<file path="src/sv/insertion_indexed_linked_list_assert.svh">
// Assertion macros for the insertion-indexed linked list.
`ifndef INSERTION_INDEXED_LINKED_LIST_ASSERT_SVH
`define INSERTION_INDEXED_LINKED_LIST_ASSERT_SVH

// Check a property on every rising clock edge outside reset.
`define IILL_ASSERT(label, prop, msg) \
  label: assert property (@(posedge clk_i) disable iff (!rst_ni) (prop)) else $error(msg);

// Check that a condition implies a property in the same cycle.
`define IILL_ASSERT_IMP(label, cond, prop, msg) \
  label: assert property (@(posedge clk_i) disable iff (!rst_ni) (cond) |-> (prop)) \
    else $error(msg);

// Check that a condition implies a property in the following cycle.
`define IILL_ASSERT_NEXT(label, cond, prop, msg) \
  label: assert property (@(posedge clk_i) disable iff (!rst_ni) (cond) |=> (prop)) \
    else $error(msg);

`endif

</file>
<file path="src/sv/iill_pkg.sv">
// Types, codes and constants shared by the linked-list modules.
`timescale 1ns / 1ps
package iill_pkg;

  localparam int unsigned CAPACITY_DEF = 64;
  localparam int unsigned MAX_WALK     = 64;
  localparam int unsigned POS_W        = 7;
  localparam int unsigned VAL_W        = 32;

  typedef enum logic [1:0] {
    CMD_INS_HEAD  = 2'd0,
    CMD_INS_AFTER = 2'd1,
    CMD_DEL_AFTER = 2'd2,
    CMD_WALK      = 2'd3
  } cmd_e;

  typedef enum logic [1:0] {
    ST_DONE    = 2'd0,
    ST_IGNORED = 2'd1,
    ST_FULL    = 2'd2
  } stat_e;

  typedef struct packed {
    cmd_e                    command;
    logic [POS_W-1:0]        position;
    logic signed [VAL_W-1:0] value;
  } in_t;

  typedef struct packed {
    stat_e                   status;
    logic signed [VAL_W-1:0] item_value;
    logic                    list_empty;
    logic                    last;
  } out_t;

  // controller to datapath
  typedef struct packed {
    logic accept;
    logic go;
    logic link;
    logic unlink;
  } ctl_t;

  // datapath to controller
  typedef struct packed {
    logic more_link;
    logic more_del;
    logic walk_more;
  } chk_t;

endpackage

</file>
<file path="src/sv/iill_dp.sv">
// Datapath: node pool memories, head and fill registers, command decode and result register.
`timescale 1ns / 1ps
module iill_dp import iill_pkg::*; #(
  parameter int unsigned CAPACITY = CAPACITY_DEF
) (
  input  logic clk_i,
  input  logic rst_ni,
  input  in_t  in_data_i,
  input  ctl_t ctl_i,
  output chk_t chk_o,
  output out_t out_data_o
);

  localparam int unsigned AW       = (CAPACITY > 1) ? $clog2(CAPACITY) : 1;
  localparam int unsigned IW       = $clog2(CAPACITY + 1);
  localparam int unsigned XW       = AW + POS_W;
  localparam int unsigned KW       = IW + POS_W;
  localparam int unsigned WALK_MAX = (CAPACITY < MAX_WALK) ? CAPACITY : MAX_WALK;
  localparam int unsigned CW       = (WALK_MAX > 1) ? $clog2(WALK_MAX) : 1;

  logic [IW-1:0]    next_mem  [CAPACITY];
  logic [VAL_W-1:0] value_mem [CAPACITY];
  logic             live_mem  [CAPACITY];

  cmd_e             cmd_q;
  logic [POS_W-1:0] k_q;
  logic [VAL_W-1:0] val_q;
  logic [IW-1:0]    head_q, head_d;
  logic [IW-1:0]    used_q, used_d;
  logic [CW-1:0]    cnt_q, cnt_d;
  logic [IW-1:0]    nxt_rd_q;
  logic [VAL_W-1:0] val_rd_q;
  logic             live_rd_q;
  out_t             out_q;

  logic [IW-1:0] head_m1, nxt_m1;
  logic [XW-1:0] pos_m1, k_m1;
  logic          full, k_zero, k_ok, head_zero, nxt_zero, walk_last;
  stat_e         stat;
  logic          ins_go, del_go;

  logic          rd_en;
  logic [AW-1:0] rd_addr;
  logic          nw_en, vw_en, lw_en, lw_data;
  logic [AW-1:0] nw_addr, lw_addr;
  logic [IW-1:0] nw_data;

  assign head_m1   = head_q - IW'(1);
  assign nxt_m1    = nxt_rd_q - IW'(1);
  assign pos_m1    = XW'(in_data_i.position) - XW'(1);
  assign k_m1      = XW'(k_q) - XW'(1);
  assign full      = (used_q == IW'(CAPACITY));
  assign k_zero    = (k_q == '0);
  assign k_ok      = !k_zero && (KW'(k_q) <= KW'(used_q)) && live_rd_q;
  assign head_zero = (head_q == '0);
  assign nxt_zero  = (nxt_rd_q == '0);
  assign walk_last = head_zero || nxt_zero || (cnt_q == CW'(WALK_MAX - 1));

  always_comb begin
    stat  = ST_DONE;
    chk_o = '0;
    case (cmd_q)
      CMD_INS_HEAD: begin
        if (full) stat = ST_FULL;
      end
      CMD_INS_AFTER: begin
        if (!k_ok) begin
          stat = ST_IGNORED;
        end else if (full) begin
          stat = ST_FULL;
        end else begin
          chk_o.more_link = 1'b1;
        end
      end
      CMD_DEL_AFTER: begin
        if (k_zero) begin
          if (head_zero) stat = ST_IGNORED;
        end else if (!k_ok || nxt_zero) begin
          stat = ST_IGNORED;
        end else begin
          chk_o.more_del = 1'b1;
        end
      end
      CMD_WALK: begin
        chk_o.walk_more = !walk_last;
      end
      default: stat = ST_DONE;
    endcase
  end

  assign ins_go = ctl_i.go && (stat == ST_DONE) &&
                  ((cmd_q == CMD_INS_HEAD) || (cmd_q == CMD_INS_AFTER));
  assign del_go = ctl_i.go && (stat == ST_DONE) && (cmd_q == CMD_DEL_AFTER);

  assign rd_en = ctl_i.accept || ctl_i.go;

  always_comb begin
    if (ctl_i.accept) begin
      if ((in_data_i.command == CMD_WALK) ||
          ((in_data_i.command == CMD_DEL_AFTER) && (in_data_i.position == '0))) begin
        rd_addr = head_m1[AW-1:0];
      end else begin
        rd_addr = pos_m1[AW-1:0];
      end
    end else begin
      rd_addr = nxt_m1[AW-1:0];
    end
  end

  always_comb begin
    nw_en   = 1'b0;
    nw_addr = used_q[AW-1:0];
    nw_data = (cmd_q == CMD_INS_HEAD) ? head_q : nxt_rd_q;
    if (ins_go) begin
      nw_en = 1'b1;
    end else if (ctl_i.link) begin
      nw_en   = 1'b1;
      nw_addr = k_m1[AW-1:0];
      nw_data = used_q;
    end else if (ctl_i.unlink) begin
      nw_en   = 1'b1;
      nw_addr = k_m1[AW-1:0];
      nw_data = nxt_rd_q;
    end
  end

  assign vw_en = ins_go;

  always_comb begin
    lw_en   = ins_go || del_go;
    lw_data = ins_go;
    if (ins_go) begin
      lw_addr = used_q[AW-1:0];
    end else if (k_zero) begin
      lw_addr = head_m1[AW-1:0];
    end else begin
      lw_addr = nxt_m1[AW-1:0];
    end
  end

  always_comb begin
    head_d = head_q;
    used_d = used_q;
    cnt_d  = cnt_q;
    if (ins_go) begin
      used_d = used_q + IW'(1);
      if (cmd_q == CMD_INS_HEAD) head_d = used_q + IW'(1);
    end
    if (del_go && k_zero) head_d = nxt_rd_q;
    if (ctl_i.accept) begin
      cnt_d = '0;
    end else if (ctl_i.go && (cmd_q == CMD_WALK)) begin
      cnt_d = cnt_q + CW'(1);
    end
  end

  always_ff @(posedge clk_i or negedge rst_ni) begin
    if (!rst_ni) begin
      head_q <= '0;
      used_q <= '0;
      cnt_q  <= '0;
    end else begin
      head_q <= head_d;
      used_q <= used_d;
      cnt_q  <= cnt_d;
    end
  end

  always_ff @(posedge clk_i) begin
    if (ctl_i.accept) begin
      cmd_q <= in_data_i.command;
      k_q   <= in_data_i.position;
      val_q <= in_data_i.value;
    end
    if (ctl_i.go) begin
      out_q.status     <= stat;
      out_q.item_value <= ((cmd_q == CMD_WALK) && !head_zero) ? val_rd_q : '0;
      out_q.list_empty <= (cmd_q == CMD_WALK) && head_zero;
      out_q.last       <= (cmd_q != CMD_WALK) || walk_last;
    end
  end

  always_ff @(posedge clk_i) begin
    if (nw_en) next_mem[nw_addr] <= nw_data;
    if (vw_en) value_mem[used_q[AW-1:0]] <= val_q;
    if (lw_en) live_mem[lw_addr] <= lw_data;
    if (rd_en) begin
      nxt_rd_q  <= next_mem[rd_addr];
      val_rd_q  <= value_mem[rd_addr];
      live_rd_q <= live_mem[rd_addr];
    end
  end

  assign out_data_o = out_q;

endmodule

</file>
<file path="src/sv/iill_ctrl.sv">
// Controller: command sequencing and output beat handshake.
`timescale 1ns / 1ps
module iill_ctrl import iill_pkg::*; (
  input  logic clk_i,
  input  logic rst_ni,
  input  logic in_valid_i,
  output logic in_ready_o,
  output logic out_valid_o,
  input  logic out_ready_i,
  input  chk_t chk_i,
  output ctl_t ctl_o
);

  typedef enum logic [1:0] {
    S_IDLE,
    S_DECIDE,
    S_LINK,
    S_UNLINK
  } state_e;

  state_e state_q, state_d;
  logic   out_valid_q, out_valid_d;
  logic   out_free;

  assign out_free   = !out_valid_q || out_ready_i;
  assign in_ready_o = (state_q == S_IDLE);

  always_comb begin
    ctl_o        = '0;
    ctl_o.accept = (state_q == S_IDLE) && in_valid_i;
    ctl_o.go     = (state_q == S_DECIDE) && out_free;
    ctl_o.link   = (state_q == S_LINK);
    ctl_o.unlink = (state_q == S_UNLINK);
  end

  always_comb begin
    state_d     = state_q;
    out_valid_d = out_valid_q && !out_ready_i;
    case (state_q)
      S_IDLE: begin
        if (in_valid_i) state_d = S_DECIDE;
      end
      S_DECIDE: begin
        if (out_free) begin
          out_valid_d = 1'b1;
          if (chk_i.more_link) begin
            state_d = S_LINK;
          end else if (chk_i.more_del) begin
            state_d = S_UNLINK;
          end else if (!chk_i.walk_more) begin
            state_d = S_IDLE;
          end
        end
      end
      S_LINK:   state_d = S_IDLE;
      S_UNLINK: state_d = S_IDLE;
      default:  state_d = S_IDLE;
    endcase
  end

  always_ff @(posedge clk_i or negedge rst_ni) begin
    if (!rst_ni) begin
      state_q     <= S_IDLE;
      out_valid_q <= 1'b0;
    end else begin
      state_q     <= state_d;
      out_valid_q <= out_valid_d;
    end
  end

  assign out_valid_o = out_valid_q;

endmodule

</file>
<file path="src/sv/insertion_indexed_linked_list.sv">
// Top level of the insertion-indexed linked list: controller, datapath and checks.
`timescale 1ns / 1ps
// Singly linked list kept in a node pool of CAPACITY entries; nodes are named by
// insertion number and numbers are never reused. One command is in work at a time.
// Every command is decoded after it is accepted and gives its first result beat once
// the output is free. Insert at head, delete of the head and any rejected command
// then return to idle; a successful insert after k or delete after a nonzero k first
// passes through a link or unlink state that writes the link on the single write port
// of the next-pointer memory. A walk gives one beat per listed node (at most
// min(CAPACITY, 64) beats), paced by the registered read of the next-pointer memory;
// an empty walk gives a single beat. A beat that still waits at the output holds back
// the next beat until it is taken. A new command is accepted while the last result
// beat still waits at the output. Live marks need no clearing after reset: the fill
// count hides every pool entry that was never allocated.
module insertion_indexed_linked_list import iill_pkg::*; #(
  parameter int unsigned CAPACITY = CAPACITY_DEF
) (
  input  logic clk_i,
  input  logic rst_ni,
  input  logic in_valid_i,
  output logic in_ready_o,
  input  in_t  in_data_i,
  output logic out_valid_o,
  input  logic out_ready_i,
  output out_t out_data_o
);

  ctl_t ctl;
  chk_t chk;

  iill_ctrl u_ctrl (
    .clk_i       (clk_i),
    .rst_ni      (rst_ni),
    .in_valid_i  (in_valid_i),
    .in_ready_o  (in_ready_o),
    .out_valid_o (out_valid_o),
    .out_ready_i (out_ready_i),
    .chk_i       (chk),
    .ctl_o       (ctl)
  );

  iill_dp #(
    .CAPACITY (CAPACITY)
  ) u_dp (
    .clk_i      (clk_i),
    .rst_ni     (rst_ni),
    .in_data_i  (in_data_i),
    .ctl_i      (ctl),
    .chk_o      (chk),
    .out_data_o (out_data_o)
  );

`include "insertion_indexed_linked_list_assert.svh"

  `IILL_ASSERT(a_one_action, $onehot0({ctl.accept, ctl.go, ctl.link, ctl.unlink}),
               "overlapping controller actions")
  `IILL_ASSERT_NEXT(a_busy_after_accept, in_valid_i && in_ready_o, !in_ready_o,
                    "accepted a beat while busy")
  `IILL_ASSERT_IMP(a_link_after_go, ctl.link || ctl.unlink, $past(ctl.go),
                   "link write without a decided command")
  `IILL_ASSERT_IMP(a_empty_is_last, out_valid_o && out_data_o.list_empty,
                   out_data_o.last && (out_data_o.item_value == '0),
                   "empty walk beat not final")

endmodule
</file>
<file path="config.mk">
export PLATFORM = sky130hd
export DESIGN_NAME = insertion_indexed_linked_list
export DESIGN_NICKNAME = d
export VERILOG_FILES = /design/src/sv/iill_pkg.sv /design/src/sv/iill_dp.sv /design/src/sv/iill_ctrl.sv /design/src/sv/insertion_indexed_linked_list.sv
export VERILOG_INCLUDE_DIRS = /design/src /design/src/sv
export SDC_FILE = /design/constraint.sdc
export NUM_CORES = 2
export LEC_CHECK = 0
export BUFFER_PORTS_ARGS = -buffer_cell sky130_fd_sc_hd__buf_4
export CELL_PAD_IN_SITES_DETAIL_PLACEMENT = 0
export CELL_PAD_IN_SITES_GLOBAL_PLACEMENT = 2
export CORE_ASPECT_RATIO = 1.25
export CORE_UTILIZATION = 31
export DETAILED_ROUTE_END_ITERATION = 7
export PLACE_DENSITY_LB_ADDON = 0.1
export SLEW_MARGIN = 20
export SYNTH_ARGS = -nofsm -noshare
export SYNTH_HDL_FRONTEND = slang
export SYNTH_SLANG_ARGS = --single-unit
</file>
<file path="constraint.sdc">
create_clock -name clk_i -period 8.8 [get_ports clk_i]
set_input_delay 0.88 -clock clk_i [delete_from_list [all_inputs] [get_ports clk_i]]
set_output_delay 0.88 -clock clk_i [all_outputs]
set_load 0.02 [all_outputs]
</file>
; Yosys cells after proc, flatten, opt, wreduce, memory -nomap -nowiden
; Memory sizes are Yosys's and may differ from the RTL's. A register that Yosys moved wholly into a read port is not among the register bits.
; Index checks and enable logic that the tools add are counted.
[classes]
n_addsub = 6
n_mul = 0
n_div = 0
magnitude_cmp = 1
eq_ne = 14
shifts = 0
mux = 46
bitwise = 0
reduce_logical = 41
[ops]
columns = cell, count
row1 = 6-bit 2-to-1 mux, 9
row2 = 7-bit 2-to-1 mux, 7
row3 = 7-bit logical NOT, 4
row4 = 6-bit by 1-bit subtractor with 6-bit output (second input constant), 4
row5 = 1-bit 2-to-1 mux, 21
row6 = 2-bit 2-to-1 mux, 7
row7 = 1-bit logical AND, 13
row8 = 2-bit equality test (second input constant), 6
row9 = 2-bit case mux with 3 select lines, 2
row10 = 1-bit logical OR, 9
row11 = 7-bit by 1-bit adder with 7-bit output (second input constant), 1
row12 = 7-bit equality test (second input constant), 1
row13 = 7-bit less-or-equal comparator, 1
row14 = 6-bit by 1-bit adder with 6-bit output (second input constant), 1
row15 = 6-bit equality test (second input constant), 1
row16 = 1-bit logical NOT, 6
row17 = 2-bit logical NOT, 3
row18 = 2-bit nonzero test, 3
row19 = 2-bit by 1-bit equality test with 1-bit output (second input constant), 2
row20 = 2-bit inequality test (second input constant), 2
row21 = 4-bit inequality test (second input constant), 1
row22 = 3-bit AND reduction, 1
row23 = 2-bit by 1-bit inequality test with 1-bit output (second input constant), 1
row24 = 2-bit AND reduction, 1
row25 = 2-bit OR reduction, 1
[word_totals]
regBits = 100
latch_bits = 0
ram_bits = 2560
rom_bits = 0
out_inout_bits = 38
wordCells = 123
memories = 3
[memory_table]
columns = memory, words, word_bits, read_ports, rd_ports_with_merged_regs, write_ports, line_no
row1 = u_dp.value_mem, 64, 32, 1, 1, 1, iill_dp.sv:22  ; logic [VAL_W-1:0] value_mem [CAPACITY];
row2 = u_dp.next_mem, 64, 7, 1, 1, 1, iill_dp.sv:21  ; logic [IW-1:0] next_mem [CAPACITY];
row3 = u_dp.live_mem, 64, 1, 1, 1, 1, iill_dp.sv:23  ; logic live_mem [CAPACITY];

; Depth between registers and ports, before layout
[logic_depth]
ltp_word = 15
mapped_depth = 16
ltp_nobuf = 10

; Cells and area by module
; Synthesis repeated with hierarchy kept, for this count alone.
[unflattened]
hier_cells = 5318
hier_area_um2 = 105000.7
[modules_own_cells]
columns = mod, instances, cells_each, area_per_inst_um2
row1 = iill_dp, 1, 5301, 104848.1
row2 = iill_ctrl, 1, 17, 152.6

; Worst setup path after synthesis
; Ideal clock, no wire load.
[synth_timing]
path_type = input to register
start = in out_ready_i
end = mem u_dp.value_mem[57][0], enable pin
setup_ns = 0.421
arrival_time_ns = 6.491
t_required_ns = 8.379
path_slack_ns = 1.888
path_stages = 9
n_path_buf = 2
cell_sequence = nand2b_1 > nand3b_1 > inv_1 > nand2_1 > a211oi_1 > clkbuf_1 > clkbuf_1 > nand3_1 > nor2_1
[synth_lines]
columns = item, line_no
row1 = start: declaration, insertion_indexed_linked_list.sv:24  ; input logic out_ready_i,
row2 = end: declaration, iill_dp.sv:22

; Worst setup path in the final report
[layout_timing]
start = reg u_ctrl.state_q[0]
end = reg u_dp.val_rd_q[21] (read register of u_dp.value_mem) (data pin)
[layout_between]
elab_chain_len = 3
[layout_rtl]
columns = item, line_no
row1 = start: declaration, iill_ctrl.sv:21  ; state_e state_q, state_d;
row2 = start signal: assignment, iill_ctrl.sv:66  ; state_q <= state_d;
row3 = 2-bit logical NOT / 2-bit by 1-bit equality test with 1-bit output (equally long branches), "iill_ctrl.sv:30, iill_ctrl.sv:31"
row4 = "1-bit logical AND, on equally long branches", "iill_ctrl.sv:30, iill_ctrl.sv:31"
row5 = 6-bit 2-to-1 mux / 1-bit logical OR (equally long branches), "iill_dp.sv:98, iill_dp.sv:95"
row6 = end: declaration, iill_dp.sv:32  ; logic [VAL_W-1:0] val_rd_q;
; Several ways; a longest one is shown, not always the timed one.
; A chain may end at the register's enable or synchronous reset.

==> results.json <==
{
  "status": "complete, no violations",
  "hold_path.class": "in -> reg",
  "synth_edf_count": 2677,
  "place_area_mm2": 0.113,
  "cp.arrival_ns": 6.48,
  "grt_overflow_total": 0,
  "layout.cells.non_filler": 11600,
  "setup_tns_ns": 0,
  "critPathTopFamily": "buffers and inverters",
  "antenna_left": 0,
  "end_kind": "register",
  "crit_chain": "or3b_1 > buf_4 > clkinv_2 > mux2i_1 > or3_4 > buf_4 > buf_12 > mux4_2 > mux2_2 > nand2_1 > a21oi_1 > or4_1",
  "synthTopCellsByArea": "edfxtp_1 76%, a21oi_1 4.5%, nand2_1 4.0%, mux4_2 3.2%, a221oi_1 1.9%",
  "grt_use_total_pct": 20.6,
  "swShare_pct": 41.0,
  "p_int_mw": 28.2,
  "rsz0062_at_grt": "no",
  "cp-start-kind": "register",
  "place_congestion": 0.767,
  "cp_max_fo": 118,
  "tightest_slew_ns": 1.18,
  "crit_type": "reg -> reg",
  "synth_nets": 6834,
  "async_reset_ff_share_pct": 0.852,
  "drt_wl_total_mm": 358,
  "clkTransAtPathRegs_ns": 0.06,
  "cts_buffers": 300,
  "grt_pass1_vias": 62000,
  "synth_top_area_share_pct": 76.2,
  "drcViolationCount": 0,
  "antenna_found_initial": 42,
  "slew_headroom_pct": 21.2,
  "die_w_um": 524,
  "r2r_slack_ns": 2.92,
  "power_switching_mw": 19.6,
  "ys_ff_latch": 2700,
  "leakage_nw": 38.9,
  "min_path_cells": 1,
  "io_buffers": 82,
  "cap_violations": 0,
  "insertion_delay_ns": 0.88,
  "final_area_mm2": 0.122,
  "syn2layout_area_growth_pct": 15.7,
  "period_share_pct": 66.8,
  "postCtsSetupRepairBufs": 0,
  "die_y_um": 654,
  "io_pins": 83,
  "synth_ff_type": "edfxtp_1",
  "drt-vias-per-instance": 5.29,
  "root_buffer": "clkbuf_16",
  "cts_tree": "yes",
  "drt-wirelength-per-cell_um": 30.8,
  "slowest_delay_ns": 0.71,
  "setup_viol": 0,
  "grt_max_degree": 160,
  "drv_slew": 0,
  "drt_first_pass_iters": 7,
  "hold_viol_final": 0,
  "place_inst": 11100,
  "finClkSkew_ns": 0.0494,
  "max-clock-path-buffers": 4,
  "vias": 61500,
  "fin_crit_ns": 5.88,
  "synth_top_area_cell": "edfxtp_1",
  "h-tree-depth": 5,
  "timing.critical_path.buf_inv": 4,
  "critPathMostFrequentCell": "buf_4",
  "die-area_mm2": 0.343,
  "drive_gt1_share_pct": 13.7,
  "cts_num_sinks": 2700,
  "finalPower_mw": 47.8,
  "p_comb_share_pct": 41.0,
  "fmax_ghz": 0.170,
  "grt_pass1_wl_mm": 497,
  "core_area_mm2": 0.339,
  "p_seq_share_pct": 33.2,
  "p_clk_share_pct": 25.8,
  "syn_area_per_cell_um2": 15.6,
  "start_util_pct": 31.1,
  "critPathRequiredTime_ns": 9.40,
  "dp_hpwl_mm": 198,
  "hold_path.startpoint": "in_data_i[7]",
  "power_density_mw_per_mm2": 391,
  "worst_path_max_delay_cell": "dfrtp_1",
  "synthCells": 6773,
  "nNetsFinal": 6973,
  "hold_end": "u_dp.val_q[7]",
  "synthDistinctLibCells": 67,
  "placementRows": 239,
  "yosys_warnings": 0,
  "vdd_drop_max_uv": 450,
  "rr_worst_depth": 12,
  "worstReg2RegStart": "u_ctrl.state_q[0]",
  "syn_area_mm2": 0.106,
  "yosysSeqAreaShare_pct": 76.7,
  "timing.rr.end": "u_dp.val_rd_q[21]",
  "drt_iter0_drc": 5143
}
layout make-up:
type | instances | area [um^2]
Antenna cell | 28 | 70.1
Clock buffer | 381 | 7980
Clock inverter | 144 | 1360
Fill cell | 32000 | 217000
Inverter | 21 | 81.3
Multi-Input combinational cell | 3572 | 23300
Sequential cell | 2700 | 81000
Tap cell | 4458 | 5580
Timing Repair Buffer | 317 | 2770
layout by cell type, fill, tap and decap left out, types with 18 or more instances in the layout:
cell type / n
mux2_2: 18
mux2i_1: 144
nand3_1: 27
or4_1: 25
inv_1: 18
dfrtp_1: 23
mux4_2: 148
edfxtp_1: 2677
clkinv_2: 44
a22oi_1: 231
nand2_1: 1115
a32oi_1: 180
buf_12: 30
bufinv_16: 25
diode_2: 28
clkbuf_16: 308
a221oi_1: 225
and2_1: 32
nor2_4: 65
o21ai_0: 45
buf_4: 285
nor2_1: 108
a21oi_1: 930
nor4_1: 66
clkinv_1: 60
clkbuf_1: 73
layer usage:
layer	vias to the layer above	part of all wire, %	GRT usage [%]
met3	448	4.7	3.21
met4	10	2.4	5.37
met1	32600	42	26.6
li1	26900	-	-
met5	-	0.019	0
met2	1508	51	35.9
repair_timing:
item / CTS / global route
gates resized for setup: 0 / 0
hold endpoints to repair: 23 / 0
hold buffers: 1 / 0
flip-flops by register name (all words and copies together), names as in the netlist:
name,count
u_dp.used_q,7
u_dp.live_mem,64
u_dp.cnt_q,6
u_dp.value_mem,2048
u_dp.val_rd_q,32
u_dp.cmd_q,2
u_dp.live_rd_q,1
u_dp.val_q,32
u_dp.out_data_o,36
u_dp.next_mem,448
u_dp.k_q,7
u_dp.nxt_rd_q,7
u_ctrl.out_valid_o,1
u_ctrl.state_q,2
u_dp.head_q,7
worst max-delay path by stage:
stage                             to  slack, ns  cells past startpoint               from
3_5_place_dp       u_dp.val_rd_q[24]       2.62                     12         in_valid_i
5_1_grt             u_dp.val_rd_q[7]       2.51                     12  u_ctrl.state_q[0]
2_1_floorplan  u_dp.value_mem[57][0]       1.89                      9        out_ready_i
3_3_place_gp       u_dp.val_rd_q[26]       2.07                     12         in_valid_i
4_1_cts             u_dp.val_rd_q[7]       2.88                     12  u_ctrl.state_q[0]
6_report           u_dp.val_rd_q[21]       2.92                     12  u_ctrl.state_q[0]
power by group through the flow:
| stage | registers, mW | logic [mW] | clock network, mW |
|---|---|---|---|
| detailed placement | 16.2 | 20.0 | 0 |
| finish | 15.9 | 19.6 | 12.3 |
| CTS | 15.9 | 20.0 | 12.6 |
| global placement | 16.2 | 20.0 | 0 |
| floorplan | 16.2 | 11.0 | 0 |
| global route | 15.9 | 21.1 | 13.1 |
metrics by stage:
stage	worst slack (ns)	utilization, %	hold slack, ns
4_1_cts	2.88	36.0	0.112
6_report	2.92	36.0	0.188
3_3_place_gp	2.07	33.2	0.509
5_1_grt	2.51	36.0	0.141
2_1_floorplan	1.89	-	0.470
3_5_place_dp	2.62	33.3	0.506
cells by family (layout without fill, tap and decap cells):
| family | count (synthesis) | after routing | synth area share (%) |
|---|---|---|---|
| flops | 2700 | 2700 | 76.7 |
| compound gates | 1706 | 1706 | 10.3 |
| simple gates | 1508 | 1508 | 5.87 |
| buf+inv | 501 | 863 | 1.94 |
| mux | 312 | 312 | 4.74 |
| xor+xnor | 30 | 30 | 0.249 |
| fa+ha+maj | 16 | 16 | 0.190 |
| other cells | 0 | 28 | 0 |
synthesized netlist by cell type (all sizes together) (33+ instances only):
| library cell | number |
|---|---|
| a221oi | 228 |
| nor2 | 174 |
| nor4 | 66 |
| o21ai | 57 |
| a22oi | 231 |
| and2 | 33 |
| nand2 | 1120 |
| mux4 | 148 |
| mux2i | 145 |
| buf | 157 |
| edfxtp | 2677 |
| clkbuf | 323 |
| a32oi | 181 |
| a21oi | 941 |
(Power assumes the default switching activity.)
